`src/rtl/assert_macros.svh`:
```
// Assertion macros shared by the tracker RTL.
// Every macro samples on clk and is disabled while arst_n is low.
`ifndef ASSERT_MACROS_SVH
`define ASSERT_MACROS_SVH

// Property that must hold at every rising edge of clk.
`define ASSERT_ON_CLK(lbl, prop, msg) \
	lbl: assert property (@(posedge clk) disable iff (!arst_n) (prop)) else $error(msg);

// Condition that must never be seen at a rising edge of clk.
`define ASSERT_NEVER(lbl, cond, msg) \
	lbl: assert property (@(posedge clk) disable iff (!arst_n) !(cond)) else $error(msg);

`endif

```
`src/rtl/lmpt_pkg.sv`:
```
// Types and constants of the lift motor position tracker.
// No dependencies; imported by every tracker module.
package lmpt_pkg;

	localparam int OPCODE_W   = 3;
	localparam int FLOOR_W    = 2;
	localparam int MASK_W     = 4;
	localparam int DUTY_W     = 10;
	localparam int CFG_IDX_W  = 2;
	localparam int CFG_DATA_W = 12;
	localparam int QDEPTH     = 2;

	// Opcodes of an input transaction
	localparam logic [OPCODE_W-1:0] OP_TICK  = 3'd0;
	localparam logic [OPCODE_W-1:0] OP_UP    = 3'd1;
	localparam logic [OPCODE_W-1:0] OP_DOWN  = 3'd2;
	localparam logic [OPCODE_W-1:0] OP_STOP  = 3'd3;
	localparam logic [OPCODE_W-1:0] OP_CALL  = 3'd4;
	localparam logic [OPCODE_W-1:0] OP_CLEAR = 3'd5;

	// Configuration register indexes
	localparam logic [CFG_IDX_W-1:0] CFG_RUN_DUTY  = 2'd0;
	localparam logic [CFG_IDX_W-1:0] CFG_MAX_PULSE = 2'd1;
	localparam logic [CFG_IDX_W-1:0] CFG_TOP_POS   = 2'd2;
	localparam logic [CFG_IDX_W-1:0] CFG_UM_PULSE  = 2'd3;

	localparam logic [DUTY_W-1:0] RUN_DUTY_RST  = 10'd512;
	localparam logic [7:0]        MAX_PULSE_RST = 8'd220;
	localparam logic [7:0]        TOP_POS_RST   = 8'd180;
	localparam logic [11:0]       UM_PULSE_RST  = 12'd837;

	// Division by 1000: saturate above 255999, else (p >> 3) / 125 by reciprocal
	localparam logic [19:0] POS_SAT_LIMIT = 20'd256000;
	localparam logic [15:0] POS_RECIP     = 16'd33555;
	localparam int          POS_SHIFT     = 22;
	// Division by 100: saturate above 25599, else (p >> 2) / 25 by reciprocal
	localparam logic [19:0] SPD_SAT_LIMIT = 20'd25600;
	localparam logic [13:0] SPD_RECIP     = 14'd10486;
	localparam int          SPD_SHIFT     = 18;

	typedef enum logic [1:0] {
		MODE_STOP = 2'd0,
		MODE_UP   = 2'd1,
		MODE_DOWN = 2'd2
	} mode_t;

	typedef enum logic [2:0] {
		KIND_TICK  = 3'd0,
		KIND_UP    = 3'd1,
		KIND_DOWN  = 3'd2,
		KIND_STOP  = 3'd3,
		KIND_CALL  = 3'd4,
		KIND_CLEAR = 3'd5,
		KIND_NONE  = 3'd6
	} kind_t;

	typedef struct packed {
		kind_t              kind;
		logic [7:0]         encoder;
		logic               sense_bottom;
		logic               sense_floor1;
		logic               sense_floor2;
		logic               sense_top;
		logic [FLOOR_W-1:0] call_floor;
		logic               call_is_down;
		logic [FLOOR_W-1:0] ref_floor;
	} cmd_t;

	typedef struct packed {
		mode_t              mode;
		logic               dir_down;
		logic [FLOOR_W-1:0] floor_no;
		logic               estop;
		logic               above;
		logic               below;
		logic [MASK_W-1:0]  up_mask;
		logic [MASK_W-1:0]  down_mask;
	} res_t;

endpackage

```
`src/rtl/lmpt_if.sv`:
```
// Stream interfaces of the tracker: input transactions and result transactions.
// Plain widths only; no package dependency.
interface lmpt_in_if;
	logic       valid;
	logic       ready;
	logic [2:0] opcode;
	logic [7:0] encoder_count;
	logic       bottom_sensor;
	logic       floor1_sensor;
	logic       floor2_sensor;
	logic       top_sensor;
	logic [1:0] call_floor;
	logic       call_is_down;
	logic [1:0] reference_floor;

	modport source (output valid, opcode, encoder_count, bottom_sensor, floor1_sensor,
		floor2_sensor, top_sensor, call_floor, call_is_down, reference_floor,
		input ready);
	modport sink (input valid, opcode, encoder_count, bottom_sensor, floor1_sensor,
		floor2_sensor, top_sensor, call_floor, call_is_down, reference_floor,
		output ready);
endinterface

interface lmpt_out_if;
	logic       valid;
	logic       ready;
	logic [7:0] position_mm;
	logic [7:0] speed_mm_s;
	logic [1:0] motor_mode;
	logic       direction_down;
	logic [9:0] drive_duty;
	logic [1:0] current_floor;
	logic       emergency_stop;
	logic       call_above;
	logic       call_below;
	logic [3:0] up_call_mask;
	logic [3:0] down_call_mask;

	modport source (output valid, position_mm, speed_mm_s, motor_mode, direction_down,
		drive_duty, current_floor, emergency_stop, call_above, call_below,
		up_call_mask, down_call_mask, input ready);
	modport sink (input valid, position_mm, speed_mm_s, motor_mode, direction_down,
		drive_duty, current_floor, emergency_stop, call_above, call_below,
		up_call_mask, down_call_mask, output ready);
endinterface

```
`src/rtl/lift_motor_position_tracker.sv`:
```
// Lift motor position tracker, top level.
// Depends on lmpt_pkg, lmpt_if, lmpt_front, lmpt_queue and lmpt_back.
//
// Takes one input transaction per clock unless out_ch.ready stalls the results, and
// returns one result per input in order. A result passes the queue, execute, scale
// and result registers in turn, and the block sustains one transaction per cycle:
// the pulse-total accumulator and call bits close their loop in the execute step,
// while the millimetre and mm/s scaling runs as a multiply stage and a reciprocal
// stage. The two-entry queue lets the input side keep running while a result waits.
// Configuration writes take effect on the next edge and belong in idle periods.
module lift_motor_position_tracker import lmpt_pkg::*; #(
	parameter int NUM_FLOORS = 4
) (
	input  logic                  clk,
	input  logic                  arst_n,
	input  logic                  cfg_we,
	input  logic [CFG_IDX_W-1:0]  cfg_index,
	input  logic [CFG_DATA_W-1:0] cfg_data,
	lmpt_in_if.sink               in_ch,
	lmpt_out_if.source            out_ch
);

	logic push;
	cmd_t push_cmd;
	logic q_full;
	logic pop;
	logic q_not_empty;
	cmd_t q_head;

	lmpt_front u_front (
		.in_ch    (in_ch),
		.q_full   (q_full),
		.push     (push),
		.push_cmd (push_cmd)
	);

	lmpt_queue u_queue (
		.clk       (clk),
		.arst_n    (arst_n),
		.push      (push),
		.push_cmd  (push_cmd),
		.full      (q_full),
		.pop       (pop),
		.not_empty (q_not_empty),
		.head      (q_head)
	);

	lmpt_back #(
		.NUM_FLOORS (NUM_FLOORS)
	) u_back (
		.clk         (clk),
		.arst_n      (arst_n),
		.cfg_we      (cfg_we),
		.cfg_index   (cfg_index),
		.cfg_data    (cfg_data),
		.q_not_empty (q_not_empty),
		.q_head      (q_head),
		.pop         (pop),
		.out_ch      (out_ch)
	);

endmodule

```
`src/rtl/lmpt_queue.sv`:
```
// Two-entry command queue between the decode front and the execute back.
// Depends on lmpt_pkg (cmd_t, QDEPTH) and assert_macros.svh.
`include "assert_macros.svh"

module lmpt_queue import lmpt_pkg::*; (
	input  logic clk,
	input  logic arst_n,
	input  logic push,
	input  cmd_t push_cmd,
	output logic full,
	input  logic pop,
	output logic not_empty,
	output cmd_t head
);

	localparam int PTR_W = $clog2(QDEPTH);
	localparam int CNT_W = $clog2(QDEPTH + 1);

	cmd_t             entry_q [QDEPTH];
	logic [PTR_W-1:0] wr_ptr_q;
	logic [PTR_W-1:0] rd_ptr_q;
	logic [CNT_W-1:0] count_q;

	assign full      = (count_q == CNT_W'(QDEPTH));
	assign not_empty = (count_q != '0);
	assign head      = entry_q[rd_ptr_q];

	always_ff @(posedge clk) begin
		if (push) begin
			entry_q[wr_ptr_q] <= push_cmd;
		end
	end

	always_ff @(posedge clk or negedge arst_n) begin
		if (!arst_n) begin
			wr_ptr_q <= '0;
			rd_ptr_q <= '0;
			count_q  <= '0;
		end else begin
			if (push) begin
				wr_ptr_q <= (wr_ptr_q == PTR_W'(QDEPTH - 1)) ? '0 : wr_ptr_q + 1'b1;
			end
			if (pop) begin
				rd_ptr_q <= (rd_ptr_q == PTR_W'(QDEPTH - 1)) ? '0 : rd_ptr_q + 1'b1;
			end
			if (push && !pop) begin
				count_q <= count_q + 1'b1;
			end else if (pop && !push) begin
				count_q <= count_q - 1'b1;
			end
		end
	end

	`ASSERT_NEVER(a_pop_empty, pop && count_q == '0, "queue popped while empty")
	`ASSERT_NEVER(a_push_full, push && full, "queue pushed while full")

endmodule

```
`src/rtl/lmpt_front.sv`:
```
// Front end: accepts input transactions and decodes them into queue commands.
// Depends on lmpt_pkg and the lmpt_in_if interface.
module lmpt_front import lmpt_pkg::*; (
	lmpt_in_if.sink in_ch,
	input  logic    q_full,
	output logic    push,
	output cmd_t    push_cmd
);

	kind_t kind;

	always_comb begin
		unique case (in_ch.opcode)
			OP_TICK:  kind = KIND_TICK;
			OP_UP:    kind = KIND_UP;
			OP_DOWN:  kind = KIND_DOWN;
			OP_STOP:  kind = KIND_STOP;
			OP_CALL:  kind = KIND_CALL;
			OP_CLEAR: kind = KIND_CLEAR;
			default:  kind = KIND_NONE;
		endcase
	end

	assign in_ch.ready = !q_full;
	assign push        = in_ch.valid && !q_full;

	always_comb begin
		push_cmd.kind         = kind;
		push_cmd.encoder      = in_ch.encoder_count;
		push_cmd.sense_bottom = in_ch.bottom_sensor;
		push_cmd.sense_floor1 = in_ch.floor1_sensor;
		push_cmd.sense_floor2 = in_ch.floor2_sensor;
		push_cmd.sense_top    = in_ch.top_sensor;
		push_cmd.call_floor   = in_ch.call_floor;
		push_cmd.call_is_down = in_ch.call_is_down;
		push_cmd.ref_floor    = in_ch.reference_floor;
	end

endmodule

```
`src/rtl/lmpt_back.sv`:
```
// Back end: executes queued commands, holds tracker state and configuration,
// scales position and speed over two stages and drives the result register.
// Depends on lmpt_pkg, lmpt_out_if and assert_macros.svh.
`include "assert_macros.svh"

module lmpt_back import lmpt_pkg::*; #(
	parameter int NUM_FLOORS = 4
) (
	input  logic                  clk,
	input  logic                  arst_n,
	input  logic                  cfg_we,
	input  logic [CFG_IDX_W-1:0]  cfg_index,
	input  logic [CFG_DATA_W-1:0] cfg_data,
	input  logic                  q_not_empty,
	input  cmd_t                  q_head,
	output logic                  pop,
	lmpt_out_if.source            out_ch
);

	localparam int MASK_N = (NUM_FLOORS < MASK_W) ? NUM_FLOORS : MASK_W;

	// configuration
	logic [DUTY_W-1:0] run_duty_q;
	logic [7:0]        max_pulse_q;
	logic [7:0]        top_pos_q;
	logic [11:0]       um_pulse_q;

	// tracker state
	logic [7:0]            pulse_q;
	logic [7:0]            last_enc_q;
	mode_t                 mode_q;
	logic                  dir_q;
	logic [FLOOR_W-1:0]    floor_q;
	logic [NUM_FLOORS-1:0] up_q;
	logic [NUM_FLOORS-1:0] down_q;
	logic [7:0]            position_q;
	logic [7:0]            speed_q;

	// pipeline
	logic        valid_s1, valid_s2, valid_s3;
	res_t        res_s1, res_s2, res_s3;
	logic        tick_s1, tick_s2;
	logic [7:0]  force_s1, force_s2;
	logic [7:0]  pulse_s1, delta_s1;
	logic [19:0] prod_pos_s2, prod_spd_s2;

	logic                  en;
	logic [7:0]            delta;
	logic [8:0]            sum;
	logic [7:0]            n_pulse;
	logic [7:0]            n_last;
	mode_t                 n_mode;
	logic                  n_dir;
	logic [FLOOR_W-1:0]    n_floor;
	logic [NUM_FLOORS-1:0] n_up;
	logic [NUM_FLOORS-1:0] n_down;
	logic                  n_estop;
	logic [7:0]            n_force;
	logic                  n_above, n_below;
	logic                  hit;
	logic [30:0]           pos_recip;
	logic [26:0]           spd_recip;
	logic [7:0]            pos_scaled, spd_scaled;

	assign en  = !valid_s3 || out_ch.ready;
	assign pop = q_not_empty && en;

	always_ff @(posedge clk or negedge arst_n) begin
		if (!arst_n) begin
			run_duty_q  <= RUN_DUTY_RST;
			max_pulse_q <= MAX_PULSE_RST;
			top_pos_q   <= TOP_POS_RST;
			um_pulse_q  <= UM_PULSE_RST;
		end else if (cfg_we) begin
			unique case (cfg_index)
				CFG_RUN_DUTY:  run_duty_q  <= cfg_data[DUTY_W-1:0];
				CFG_MAX_PULSE: max_pulse_q <= cfg_data[7:0];
				CFG_TOP_POS:   top_pos_q   <= cfg_data[7:0];
				CFG_UM_PULSE:  um_pulse_q  <= cfg_data;
				default: ;
			endcase
		end
	end

	// Execute one command against the tracker state
	always_comb begin
		delta   = q_head.encoder - last_enc_q;
		sum     = {1'b0, pulse_q} + {1'b0, delta};
		n_pulse = pulse_q;
		n_last  = last_enc_q;
		n_mode  = mode_q;
		n_dir   = dir_q;
		n_floor = floor_q;
		n_up    = up_q;
		n_down  = down_q;
		n_estop = 1'b0;
		n_force = '0;
		hit     = 1'b0;
		unique case (q_head.kind)
			KIND_TICK: begin
				n_last = q_head.encoder;
				if (mode_q == MODE_UP) begin
					n_pulse = (sum > {1'b0, max_pulse_q}) ? max_pulse_q : sum[7:0];
				end else if (mode_q == MODE_DOWN) begin
					n_pulse = (delta > pulse_q) ? '0 : pulse_q - delta;
				end
				// highest detected sensor wins; none detected keeps the floor
				if (q_head.sense_top) begin
					n_floor = 2'd3;
				end else if (q_head.sense_floor2) begin
					n_floor = 2'd2;
				end else if (q_head.sense_floor1) begin
					n_floor = 2'd1;
				end else if (q_head.sense_bottom) begin
					n_floor = 2'd0;
				end
				if (q_head.sense_bottom && mode_q == MODE_DOWN) begin
					n_mode  = MODE_STOP;
					n_estop = 1'b1;
					n_force = '0;
				end
				if (q_head.sense_top && mode_q == MODE_UP) begin
					n_mode  = MODE_STOP;
					n_estop = 1'b1;
					n_force = top_pos_q;
				end
			end
			KIND_UP: begin
				n_dir  = 1'b0;
				n_mode = MODE_UP;
			end
			KIND_DOWN: begin
				n_dir  = 1'b1;
				n_mode = MODE_DOWN;
			end
			KIND_STOP: begin
				n_mode = MODE_STOP;
			end
			KIND_CALL: begin
				for (int f = 0; f < NUM_FLOORS; f++) begin
					if (32'(q_head.call_floor) == f) begin
						if (q_head.call_is_down) begin
							n_down[f] = 1'b1;
						end else begin
							n_up[f] = 1'b1;
						end
					end
				end
			end
			KIND_CLEAR: begin
				for (int f = 0; f < NUM_FLOORS; f++) begin
					hit = (32'(floor_q) == f);
					if (hit && (mode_q != MODE_DOWN || 32'(floor_q) == NUM_FLOORS - 1)) begin
						n_up[f] = 1'b0;
					end
					if (hit && (mode_q != MODE_UP || floor_q == '0)) begin
						n_down[f] = 1'b0;
					end
				end
			end
			default: ;
		endcase

		n_above = 1'b0;
		n_below = 1'b0;
		for (int f = 0; f < NUM_FLOORS; f++) begin
			if (n_up[f] || n_down[f]) begin
				if (f > 32'(q_head.ref_floor)) begin
					n_above = 1'b1;
				end
				if (f < 32'(q_head.ref_floor)) begin
					n_below = 1'b1;
				end
			end
		end
	end

	always_ff @(posedge clk or negedge arst_n) begin
		if (!arst_n) begin
			pulse_q    <= '0;
			last_enc_q <= '0;
			mode_q     <= MODE_STOP;
			dir_q      <= 1'b0;
			floor_q    <= '0;
			up_q       <= '0;
			down_q     <= '0;
		end else if (pop) begin
			pulse_q    <= n_pulse;
			last_enc_q <= n_last;
			mode_q     <= n_mode;
			dir_q      <= n_dir;
			floor_q    <= n_floor;
			up_q       <= n_up;
			down_q     <= n_down;
		end
	end

	// Stage 1: command outcome
	always_ff @(posedge clk) begin
		if (en) begin
			res_s1.mode      <= n_mode;
			res_s1.dir_down  <= n_dir;
			res_s1.floor_no  <= n_floor;
			res_s1.estop     <= n_estop;
			res_s1.above     <= n_above;
			res_s1.below     <= n_below;
			res_s1.up_mask   <= MASK_W'(n_up[MASK_N-1:0]);
			res_s1.down_mask <= MASK_W'(n_down[MASK_N-1:0]);
			tick_s1          <= (q_head.kind == KIND_TICK);
			force_s1         <= n_force;
			pulse_s1         <= n_pulse;
			delta_s1         <= delta;
		end
	end

	// Stage 2: scale by travel per pulse
	always_ff @(posedge clk) begin
		if (en) begin
			res_s2      <= res_s1;
			tick_s2     <= tick_s1;
			force_s2    <= force_s1;
			prod_pos_s2 <= {12'd0, pulse_s1} * {8'd0, um_pulse_q};
			prod_spd_s2 <= {12'd0, delta_s1} * {8'd0, um_pulse_q};
		end
	end

	// Divide by constants through reciprocals, saturating at 255
	always_comb begin
		pos_recip  = {16'd0, prod_pos_s2[17:3]} * {15'd0, POS_RECIP};
		spd_recip  = {14'd0, prod_spd_s2[14:2]} * {13'd0, SPD_RECIP};
		pos_scaled = (prod_pos_s2 >= POS_SAT_LIMIT) ? 8'hFF : pos_recip[POS_SHIFT +: 8];
		spd_scaled = (prod_spd_s2 >= SPD_SAT_LIMIT) ? 8'hFF : spd_recip[SPD_SHIFT +: 8];
	end

	// Stage 3: result register; position and speed persist across non-tick items
	always_ff @(posedge clk) begin
		if (en) begin
			res_s3 <= res_s2;
		end
	end

	always_ff @(posedge clk or negedge arst_n) begin
		if (!arst_n) begin
			position_q <= '0;
			speed_q    <= '0;
		end else if (en && valid_s2 && tick_s2) begin
			position_q <= res_s2.estop ? force_s2 : pos_scaled;
			speed_q    <= spd_scaled;
		end
	end

	always_ff @(posedge clk or negedge arst_n) begin
		if (!arst_n) begin
			valid_s1 <= 1'b0;
			valid_s2 <= 1'b0;
			valid_s3 <= 1'b0;
		end else if (en) begin
			valid_s1 <= pop;
			valid_s2 <= valid_s1;
			valid_s3 <= valid_s2;
		end
	end

	assign out_ch.valid          = valid_s3;
	assign out_ch.position_mm    = position_q;
	assign out_ch.speed_mm_s     = speed_q;
	assign out_ch.motor_mode     = res_s3.mode;
	assign out_ch.direction_down = res_s3.dir_down;
	assign out_ch.drive_duty     = (res_s3.mode != MODE_STOP) ? run_duty_q : '0;
	assign out_ch.current_floor  = res_s3.floor_no;
	assign out_ch.emergency_stop = res_s3.estop;
	assign out_ch.call_above     = res_s3.above;
	assign out_ch.call_below     = res_s3.below;
	assign out_ch.up_call_mask   = res_s3.up_mask;
	assign out_ch.down_call_mask = res_s3.down_mask;

	`ASSERT_ON_CLK(a_estop_halts, valid_s1 && res_s1.estop |-> res_s1.mode == MODE_STOP, "limit stop left motor running")
	`ASSERT_ON_CLK(a_estop_pos, en && valid_s2 && res_s2.estop |=> position_q == $past(force_s2), "limit stop position not forced")
	`ASSERT_ON_CLK(a_hold_pos, en && valid_s2 && !tick_s2 |=> $stable(position_q), "non-tick item moved position")

endmodule
```
`src/flat_wrapper.sv`:
```
// flat-port wrapper written by rule: the top's interface ports become plain ports
module lift_motor_position_tracker_flat import lmpt_pkg::*;
#(
	parameter int NUM_FLOORS = 4
)
  (clk, arst_n, cfg_we, cfg_index, cfg_data, in_ch_valid, in_ch_opcode, in_ch_encoder_count, in_ch_bottom_sensor, in_ch_floor1_sensor, in_ch_floor2_sensor, in_ch_top_sensor, in_ch_call_floor, in_ch_call_is_down, in_ch_reference_floor, in_ch_ready, out_ch_valid, out_ch_position_mm, out_ch_speed_mm_s, out_ch_motor_mode, out_ch_direction_down, out_ch_drive_duty, out_ch_current_floor, out_ch_emergency_stop, out_ch_call_above, out_ch_call_below, out_ch_up_call_mask, out_ch_down_call_mask, out_ch_ready);
  lmpt_in_if in_ch_i ();
  lmpt_out_if out_ch_i ();
  input  logic clk;
  input  logic arst_n;
  input  logic cfg_we;
  input  logic [CFG_IDX_W-1:0] cfg_index;
  input  logic [CFG_DATA_W-1:0] cfg_data;
  input wire logic [$bits(in_ch_i.valid)-1:0] in_ch_valid;
  input wire logic [$bits(in_ch_i.opcode)-1:0] in_ch_opcode;
  input wire logic [$bits(in_ch_i.encoder_count)-1:0] in_ch_encoder_count;
  input wire logic [$bits(in_ch_i.bottom_sensor)-1:0] in_ch_bottom_sensor;
  input wire logic [$bits(in_ch_i.floor1_sensor)-1:0] in_ch_floor1_sensor;
  input wire logic [$bits(in_ch_i.floor2_sensor)-1:0] in_ch_floor2_sensor;
  input wire logic [$bits(in_ch_i.top_sensor)-1:0] in_ch_top_sensor;
  input wire logic [$bits(in_ch_i.call_floor)-1:0] in_ch_call_floor;
  input wire logic [$bits(in_ch_i.call_is_down)-1:0] in_ch_call_is_down;
  input wire logic [$bits(in_ch_i.reference_floor)-1:0] in_ch_reference_floor;
  output wire logic [$bits(in_ch_i.ready)-1:0] in_ch_ready;
  output wire logic [$bits(out_ch_i.valid)-1:0] out_ch_valid;
  output wire logic [$bits(out_ch_i.position_mm)-1:0] out_ch_position_mm;
  output wire logic [$bits(out_ch_i.speed_mm_s)-1:0] out_ch_speed_mm_s;
  output wire logic [$bits(out_ch_i.motor_mode)-1:0] out_ch_motor_mode;
  output wire logic [$bits(out_ch_i.direction_down)-1:0] out_ch_direction_down;
  output wire logic [$bits(out_ch_i.drive_duty)-1:0] out_ch_drive_duty;
  output wire logic [$bits(out_ch_i.current_floor)-1:0] out_ch_current_floor;
  output wire logic [$bits(out_ch_i.emergency_stop)-1:0] out_ch_emergency_stop;
  output wire logic [$bits(out_ch_i.call_above)-1:0] out_ch_call_above;
  output wire logic [$bits(out_ch_i.call_below)-1:0] out_ch_call_below;
  output wire logic [$bits(out_ch_i.up_call_mask)-1:0] out_ch_up_call_mask;
  output wire logic [$bits(out_ch_i.down_call_mask)-1:0] out_ch_down_call_mask;
  input wire logic [$bits(out_ch_i.ready)-1:0] out_ch_ready;
  assign in_ch_i.valid = in_ch_valid;
  assign in_ch_i.opcode = in_ch_opcode;
  assign in_ch_i.encoder_count = in_ch_encoder_count;
  assign in_ch_i.bottom_sensor = in_ch_bottom_sensor;
  assign in_ch_i.floor1_sensor = in_ch_floor1_sensor;
  assign in_ch_i.floor2_sensor = in_ch_floor2_sensor;
  assign in_ch_i.top_sensor = in_ch_top_sensor;
  assign in_ch_i.call_floor = in_ch_call_floor;
  assign in_ch_i.call_is_down = in_ch_call_is_down;
  assign in_ch_i.reference_floor = in_ch_reference_floor;
  assign in_ch_ready = in_ch_i.ready;
  assign out_ch_valid = out_ch_i.valid;
  assign out_ch_position_mm = out_ch_i.position_mm;
  assign out_ch_speed_mm_s = out_ch_i.speed_mm_s;
  assign out_ch_motor_mode = out_ch_i.motor_mode;
  assign out_ch_direction_down = out_ch_i.direction_down;
  assign out_ch_drive_duty = out_ch_i.drive_duty;
  assign out_ch_current_floor = out_ch_i.current_floor;
  assign out_ch_emergency_stop = out_ch_i.emergency_stop;
  assign out_ch_call_above = out_ch_i.call_above;
  assign out_ch_call_below = out_ch_i.call_below;
  assign out_ch_up_call_mask = out_ch_i.up_call_mask;
  assign out_ch_down_call_mask = out_ch_i.down_call_mask;
  assign out_ch_i.ready = out_ch_ready;
  lift_motor_position_tracker #(.NUM_FLOORS(NUM_FLOORS)) u_core (.clk(clk), .arst_n(arst_n), .cfg_we(cfg_we), .cfg_index(cfg_index), .cfg_data(cfg_data), .in_ch(in_ch_i), .out_ch(out_ch_i));
endmodule
```
`config.mk`:
```
export PLATFORM = sky130hd
export DESIGN_NAME = lift_motor_position_tracker_flat
export DESIGN_NICKNAME = d
export VERILOG_FILES = /design/src/rtl/lmpt_pkg.sv /design/src/rtl/lmpt_if.sv /design/src/rtl/lift_motor_position_tracker.sv /design/src/rtl/lmpt_queue.sv /design/src/rtl/lmpt_front.sv /design/src/rtl/lmpt_back.sv /design/src/flat_wrapper.sv
export VERILOG_INCLUDE_DIRS = /design/src /design/src/rtl
export SDC_FILE = /design/constraint.sdc
export NUM_CORES = 1
export LEC_CHECK = 0
export BUFFER_PORTS_ARGS = -buffer_cell sky130_fd_sc_hd__buf_2
export CORE_MARGIN = 5
export CORE_UTILIZATION = 29
export DETAILED_ROUTE_END_ITERATION = 8
export HOLD_SLACK_MARGIN = 0.06
export PLACE_DENSITY = 0.5
export SYNTH_ARGS = -nofsm -noshare
export SYNTH_HDL_FRONTEND = slang
export SYNTH_HIERARCHICAL = 1
export SYNTH_SLANG_ARGS = --single-unit
```
`constraint.sdc`:
```
create_clock -name clk -period 16.4 [get_ports clk]
set_input_delay 1.64 -clock clk [delete_from_list [all_inputs] [get_ports clk]]
set_output_delay 1.64 -clock clk [all_outputs]
set_load 0.005 [all_outputs]
```
* Yosys cells after proc, flatten, opt, wreduce, memory -nomap -nowiden
Memories as Yosys holds them, arrays and structs flattened.
Cells that the tools add are included.
** Storage, ports and cells
- Bits in registers :: 212
- Bits in writable memories :: 40
- Bits of input ports :: 39
- Output and inout bits :: 44
- Word-level logic and storage cells :: 203
- Memories kept :: 1
** Memory list
- u_core.u_queue.entry_q :: depth 2, width 20, read ports 1, clocked after memory_dff 0, write ports 1, RTL line lmpt_queue.sv:19 : cmd_t entry_q [QDEPTH];
** Cells by class
- Add/sub/neg operators :: 7
- Multipliers :: 4
- Magnitude comparators :: 10
- Equality and inequality tests :: 24
- Multiplexer cells :: 65
- Reduce and logical (&&, ||, !) cells :: 41
** Operators with widths (count)
- 8-bit 2-to-1 mux :: 8
- 1-bit 2-to-1 mux :: 42
- 8-bit by 12-bit multiplier with 20-bit output :: 2
- 15-bit by 16-bit multiplier with 30-bit output (second input constant) :: 1
- 13-bit by 13-bit multiplier with 25-bit output (second input constant) :: 1
- 20-bit by 15-bit >= comparator with 1-bit output (second input constant) :: 1
- 20-bit by 18-bit >= comparator with 1-bit output (second input constant) :: 1
- 2-bit 2-to-1 mux :: 9
- 3-bit case mux with 6 select lines :: 1
- 2-bit == test (second input constant) :: 8
- 1-bit logical AND :: 16
- 4-bit case mux with 2 select lines :: 2
- 8-bit subtractor :: 2
- 3-bit by 2-bit == test with 1-bit output (second input constant) :: 4
- 3-bit == test (second input constant) :: 4
- 2-bit AND reduction :: 6
- 10-bit 2-to-1 mux :: 1
- 8-bit by 8-bit adder with 9-bit output :: 1
- 9-bit by 8-bit greater-than comparator with 1-bit output :: 1
- 2-bit by 1-bit == test with 1-bit output (second input constant) :: 4
- 8-bit greater-than comparator :: 1
- 2-bit case mux with 4 select lines :: 1
- 1-bit logical OR :: 7
- 3-bit by 1-bit == test with 1-bit output (second input constant) :: 2
- 14 further kinds :: 25

* Depth between registers and ports, before layout
Gate-level depths: netlist of the first run.
- Depth after elaboration :: 11
- Depth in mapped cells :: 27
- Mapped depth without buffers :: 25

* Cells and area by module
Netlist of the first run, hierarchy kept.
** By module, submodules not included
- lmpt_back :: times used 1, cells an instance 2040, area each 21137.8 um2, seq. area each 5834.3 um2
- lmpt_queue :: times used 1, cells an instance 78, area each 1709.1 um2, seq. area each 1301.2 um2
- lmpt_front :: times used 1, cells an instance 22, area each 152.6 um2, seq. area each 0.0 um2

* Least setup slack after synthesis of the first run
Ideal clock, no wire load.
- Path type :: input to register
- Start :: in out_ch_ready
- End :: reg u_core.u_queue.count_q[1]
- Library setup time :: 0.079 ns
- Data arrival time :: 7.040 ns
- Data required time :: 16.321 ns
- Slack :: 9.281 ns
- Stages :: 10
- Buffers on the path :: 2
- Path through :: nand2b_1 -> clkbuf_1 -> nand2_1 -> clkinv_1 -> buf_1 -> inv_1 -> ha_1 -> xor2_1 -> nor2_1 -> xor2_1
** Between the ends
- Longest elaborated chain between the ends :: 5
- Elaborated cells on any way between the ends :: 7
- Classes of those cells :: 1 x mux; 6 x reduce/logical
** Ends and longest elaborated chain
- start: declaration :: RTL line flat_wrapper.sv:37 : input wire logic [$bits(out_ch_i.ready)-1:0] out_ch_ready;
- 1-bit logical OR * :: RTL line lmpt_back.sv:65 : assign en = !valid_s3 || out_ch.ready;
- 1-bit logical AND * :: RTL line lmpt_back.sv:66 : assign pop = q_not_empty && en;
- via u_core.pop :: RTL line lift_motor_position_tracker.sv:26 : logic pop;
- 1-bit logical NOT :: RTL line lmpt_queue.sv:46 : if (push && !pop) begin
- 1-bit logical AND :: RTL line lmpt_queue.sv:46
- 2-bit 2-to-1 mux / 2-bit nonzero test (equally long branches)
- end signal: assignment :: RTL line lmpt_queue.sv:47 : count_q <= count_q + 1'b1;
- end signal: assignment :: RTL line lmpt_queue.sv:49 : count_q <= count_q - 1'b1;
- end: declaration :: RTL line lmpt_queue.sv:22 : logic [CNT_W-1:0] count_q;
Mark *: on every way through the listed nets, which the timed path passes. The rest lies on a longest branch.
A chain may end at the register's enable or synchronous reset.

==> run_results.csv, run 1 <==
group,metric,value,unit
worst_setup_path,slowest_delay,520,ps
cts,clk_pin_slew,60,ps
status,outcome,"completed",
run,cap_violations,0,
logic_synthesis,syn-num-nets,2718,
timing,setup_viol,0,
cells_and_area,layout-drive-gt1-share,11.3,%
route,antenna_left,0,
floorplanning,die_w,292,um
timing,fin_crit_sh,36.4,%
floorplanning,die_area,85000,um^2
grt,grt_pass1_wl,83200,um
cts,post_cts_buffers,0,
route,drtIter0Drc,663,
cts,clk-insertion-delay-late,590,ps
floorplanning,core-area,78900,um^2
route,route.detailed.drc,0,
route,drtPass1Iterations,4,
route,via_per_inst,4.52,
floorplanning,rows,103,
logic_synthesis,syn_inst,2140,
cts,ctsResizeCount,0,
timing,grt_setup_unrepaired,"no",
cells_and_area,fillCellCount,8037,
timing,fin_crit,5980,ps
logic_synthesis,ys_seq_area_share,31.0,%
place,gp_congestion,0.830,
timing,slew_violations,0,
cells_and_area,regArea,7140,um^2
cts,cts_root_buf,"clkbuf_16",
worst_setup_path,critPathKind,"reg -> reg",
logic_synthesis,synth_seq_cells,252,
cts,clockBufferDepth,3,
timing,setup_slack,10420,ps
worst_setup_path,required,16730,ps
place,dp_hpwl,39000,um
cells_and_area,area_growth_syn_to_layout,10.6,%
timing,tightest_slew,1060,ps
route,vias,14790,
cts,cts_tree,"yes",
timing,hold_violations,0,
cells_and_area,nets,2769,
timing,slew_headroom,28.6,%
worst_setup_path,arrival,6310,ps
timing,fin_skew,24.7,ps
worst_setup_path,startpoint_type,"register",
hold_path,hold_path_class,"reg -> reg",
grt,track_usage,11.7,%
logic_synthesis,synth_area,23000,um^2
logic_synthesis,synth-main-ff-cell,"edfxtp_1",
grt,grt_antenna_before_repair,7,
route,wl_per_cell,15.0,um
logic_synthesis,synth_cell_types,79,
grt,grt_max_degree,69,
floorplanning,die_y,292,um
timing,setup_tns,0,ps
worst_setup_path,crit_buf_inv,3,
cts,cts-htree-levels,1,
logic_synthesis,syn_avg_cell_area,10.7,um^2
cells_and_area,multi_input_area,14000,um^2
worst_setup_path,critPathSlowestCell,"nor3_1",
floorplanning,ioPinCount,83,
grt,grt_overflow,0,
logic_synthesis,yosys_warnings,6,
cts,cts_sinks,252,
worst_setup_path,path_common_cell,"a21oi_1",
place,io_buffers,82,
floorplanning,initial_core_util,29.2,%
logic_synthesis,synth-edff-count,162,
route,routed_wl,49100,um
cts,cts_buffers,29,
timing,fmax,167,MHz
logic_synthesis,async_reset_ff_share,35.7,%
worst_setup_path,end_kind,"register",
cts,hold_buffers,0,
place,dp_slack,10520,ps
worst_setup_path,path_max_fanout,21,
worst_setup_path,critical_path.top_delay_family,"simple AND/OR/NAND/NOR gates",
grt,grt_pass1_vias,16177,
## cells in the final DEF (no fill, tap or decap), types with 6 or more instances in the layout
master and count:
a21o_1 18, and2_1 130, or2_2 10, clkinv_1 6, dfstp_2 15, inv_1 407, clkbuf_16 30, a31oi_1 22
o221a_2 7, a211oi_1 8, mux2_2 48, o21ai_0 58, ha_1 326, nand2b_1 6, nand2_1 150, nor2_1 56
diode_2 6, a21oi_1 62, nor3_1 19, o31ai_1 8, mux2i_1 6, mux2_4 19, o21a_1 8, fa_1 213
dfrtp_1 75, nor2b_1 21, and3_1 17, buf_4 9, nand3_1 18, or3_1 13, o22a_1 7, xnor2_1 40
edfxtp_1 162, xor2_1 22, buf_2 81, o211ai_1 9, o21bai_1 9
## final cells by class
class	count	share of cell area, %
antenna	6	0.0590
clock buffer	35	3.02
clock inverter	19	0.821
inverter	410	6.05
multi-input combinational	1408	55.0
sequential	252	28.0
tap	1050	5.16
timing repair buffer	90	1.86
## Yosys cell counts (10+ instances only)
library cell,count,area [um^2]
o21ai_0,58,290
xor2_1,22,193
clkbuf_1,46,173
or3_1,13,81.3
xnor2_1,40,350
dfstp_2,15,394
edfxtp_1,162,4860
a31oi_1,22,138
nand3_1,18,90.1
and2_1,130,813
fa_1,213,4260
ha_1,326,4080
nor2_1,56,210
dfrtp_1,75,1880
a21oi_1,62,310
mux2_4,19,285
a21o_1,18,135
nor2b_1,22,138
buf_4,17,128
nor3_1,19,95.1
and3_1,17,106
inv_1,407,1530
nand2_1,150,563
or2_2,10,62.6
mux2_2,48,541
## worst paths after layout
kind	startpoint	end	slack (ps)	cells after the start
worst max-delay path	u_core/u_queue/rd_ptr_q	u_core/u_back/pulse_s1[2]	10420	25
worst min-delay path	u_core/u_back/force_s1[6]	u_core/u_back/force_s2[6]	420	0
worst max register to register	u_core/u_queue/rd_ptr_q	u_core/u_back/pulse_s1[2]	10420	25
worst min register to register	u_core/u_back/force_s1[6]	u_core/u_back/force_s2[6]	420	0
max in group asynchronous	arst_n	u_core/u_back/out_ch.speed_mm_s[0]	14120	2
min in group asynchronous	arst_n	u_core/u_queue/wr_ptr_q	940	1
## per-stage QoR
step | std cells | utilization (%) | hold WS (ps) | cell area (um^2)
2_1_floorplan | 2140 | - | 400 | 23000
3_3_place_gp | 3210 | 31.0 | 402 | 24500
3_5_place_dp | 3210 | 31.0 | 405 | 24500
4_1_cts | 3264 | 32.2 | 418 | 25400
5_1_grt | 3264 | 32.2 | 423 | 25400
6_report | 3270 | 32.3 | 415 | 25400
## worst register-to-register path, stage by stage (launching register included)
cell      delay, ps
dfrtp_1         320
buf_4           330
mux2_4          340
inv_1            70
ha_1            140
inv_1            60
fa_1            390
a21o_1          190
a21oi_1         220
o21bai_1         90
a21oi_1         170
xnor2_1         130
ha_1            230
or3_1           360
a21oi_1         200
nor3_1           80
or2_2           290
ha_1            200
nor4_1          270
o21ai_0         120
a21oi_1         140
nor3_1          120
nor3_1          520
mux2i_1         310
a31oi_1         110
o221a_2         300
## logic make-up (layout without fill, tap and decap cells)
kind of cell             after synthesis  after routing  share of synthesized area, %
multiplexers                          73             73                          3.85
adder cells (fa/ha/maj)              539            539                          36.3
other                                  0              6                             0
buffers and inverters                480            554                          8.18
flip-flops                           252            252                          31.0
XOR/XNOR                              62             62                          2.36
AND/OR/NAND/NOR                      464            464                          10.3
AO/OA/AOI/OAI                        270            270                          8.01
## per-layer routing
metal / track usage, % / wire [um]
met4: 2.23 / 968
met2: 19.7 / 23000
met1: 15.9 / 23200
met5: 0 / 29
met3: 2.10 / 1830
## sequential cells by signal, summed over array words and instances (netlist names), 10 cells and up
| signal | cells |
|---|---|
| u_core/u_back/res_s1 | 16 |
| u_core/u_back/run_duty_q | 10 |
| u_core/u_queue/entry_q | 40 |
| u_core/u_back/prod_spd_s2 | 20 |
| u_core/u_back/res_s2 | 16 |
| u_core/u_back/um_pulse_q | 12 |
| u_core/u_back/prod_pos_s2 | 20 |
Power of run 1 is not shown: default switching activity piles up to over one toggle a cycle in this logic, so the estimate is an artifact.
==> inputs of run 2 (changes only) <==
Clock period 16.4 ns to 5.95 ns, I/O delays scaled along.
==> run_results.csv, run 2 (same netlist as run 1, synthesis figures left out) <==
group,metric,value,unit
grt,grt_max_degree,76,
cells_and_area,nets,2775,
place,dp.cells,3215,
hold_path,hold_depth,1,
place,dp_hpwl,39200,um
cts,cts_root_buf,"clkbuf_16",
timing,setup_viol,0,
cells_and_area,regArea,7140,um^2
floorplanning,die_w,292,um
cells_and_area,final_cell_mix,"inv_1 (407), ha_1 (326), fa_1 (213)",
route,via_per_inst,4.54,
hold_path,hold_path_class,"in -> reg",
worst_setup_path,slowest_delay,420,ps
cells_and_area,instances_no_fill,3275,
worst_setup_path,path_max_fanout,6,
floorplanning,die_y,292,um
floorplanning,die_area,85000,um^2
floorplanning,core-area,78900,um^2
worst_setup_path,startpoint_type,"register",
cells_and_area,design_area,25500,um^2
route,vias,14867,
worst_setup_path,critPathSlowestCell,"dfrtp_1",
cts,cts_buffers,29,
cells_and_area,layout-drive-gt1-share,11.9,%
worst_setup_path,r2r_start,"u_core/u_queue/rd_ptr_q",
timing,fmax,175,MHz
cts,cts-htree-levels,1,
worst_setup_path,worstSetupStartpoint,"u_core/u_queue/rd_ptr_q",
cells_and_area,largest_register_ffs,40,
timing,hold_violations,0,
hold_path,hold_start,"in_ch_encoder_count[5]",
timing,setup_slack,226,ps
cts,post_cts_buffers,0,
floorplanning,ioPinCount,83,
cts,clk_pin_slew,70,ps
grt,track_usage,11.6,%
floorplanning,initial_core_util,29.2,%
timing,tightest_slew,1060,ps
cts,cts_tree,"yes",
worst_setup_path,end_kind,"register",
worst_setup_path,critPathKind,"reg -> reg",
place,io_buffers,82,
place,dp_slack,182,ps
run,cap_violations,0,
timing,slew_headroom,29.1,%
worst_setup_path,r2r_cells,26,
timing,grt_setup_unrepaired,"yes",
worst_setup_path,required,6260,ps
status,outcome,"completed",
grt,grt_overflow,0,
cells_and_area,reg_top3,"u_core/u_queue/entry_q x40, u_core/u_back/prod_pos_s2 x20, u_core/u_back/prod_spd_s2 x20",
grt,grt_pass1_wl,82600,um
place,gp_congestion,0.830,
timing,finalHoldWorstSlack,196,ps
cells_and_area,area_growth_syn_to_layout,11.0,%
timing,fin_skew,15.9,ps
cells_and_area,layout_commonest_cell,"inv_1",
route,wl_per_cell,15.1,um
floorplanning,rows,103,
cts,clockBufferDepth,3,
route,drtIter0Drc,619,
timing,fin_crit,5720,ps
grt,grt_pass1_vias,16202,
cts,cts_sinks,252,
worst_setup_path,arrival,6030,ps
timing,slew_violations,0,
cells_and_area,multi_input_area,14000,um^2
route,antenna_left,0,
cts,clk-insertion-delay-late,580,ps
route,drtPass1Iterations,5,
route,route.detailed.drc,0,
cells_and_area,fillCellCount,8054,
cells_and_area,top_register,"u_core/u_queue/entry_q",
grt,grt_antenna_before_repair,7,
route,routed_wl,49500,um
place,dpl_cell_area,24500,um^2
timing,fin_crit_sh,96.2,%
-- run 2: cell count changes in the layout (fill, tap and decap cells not counted), moves of 2 or more --
cell	delta
clkbuf_1	-2
a21oi_1	-2
clkinvlp_4	+3
clkinv_1	-2
clkbuf_8	+2
a21oi_2	+2
buf_4	+5
-- run 2: area by class of cell --
| cell class | count | share of cell area [%] |
|---|---|---|
| flip-flops and latches | 252 | 27.9 |
| clock buffers | 34 | 2.99 |
| inverters | 410 | 6.03 |
| multi-input cells | 1408 | 54.9 |
| diodes | 5 | 0.0490 |
| repair buffers | 96 | 2.04 |
| clock inverters | 20 | 0.902 |
| well taps | 1050 | 5.15 |
-- run 2: worst paths after layout --
path	slack (ps)	to
hold reg to reg	420	u_core/u_back/res_s2[5]
setup reg to reg	230	u_core/u_back/pulse_s1[7]
hold / removal	200	u_core/u_queue/entry_q[0][14]
setup / recovery	230	u_core/u_back/pulse_s1[7]
max in group asynchronous	4220	u_core/u_back/out_ch.speed_mm_s[5]
min in group asynchronous	540	u_core/u_back/down_q[0]
-- run 2: what timing repair did --
action / CTS / global route
hold buffers: 1 / 0
setup endpoints to repair: 0 / 8
resized for setup: 0 / 5
hold endpoints to repair: 34 / 0
-- run 2: worst max-delay path, delay by kind of cell, from the launching register on --
kind,cells,cell delay (ps)
multiplexers,1,300
AND/OR/NAND/NOR,7,1720
flip-flops,1,420
adder cells (fa/ha/maj),4,1110
XOR/XNOR,1,130
buffers and inverters,4,400
AO/OA/AOI/OAI,9,1370
-- run 2: metal layers --
layer / vias up / part of all wire (%) / global-route usage [%]
met1: 7404 / 47 / 15.5
li1: 7189 / - / -
met2: 203 / 47 / 19.8
met3: 65 / 4.0 / 2.08
met5: - / 0.069 / 0
met4: 6 / 2.4 / 2.54
-- run 2: through the flow --
| step | util [%] | setup TNS (ps) |
|---|---|---|
| detailed placement | 31.1 | 0 |
| floorplan | - | 0 |
| CTS | 32.3 | 0 |
| global placement | 31.1 | 0 |
| global route | 32.4 | -97.0 |
| finish | 32.4 | 0 |
Power of run 2 is left out for the same reason.
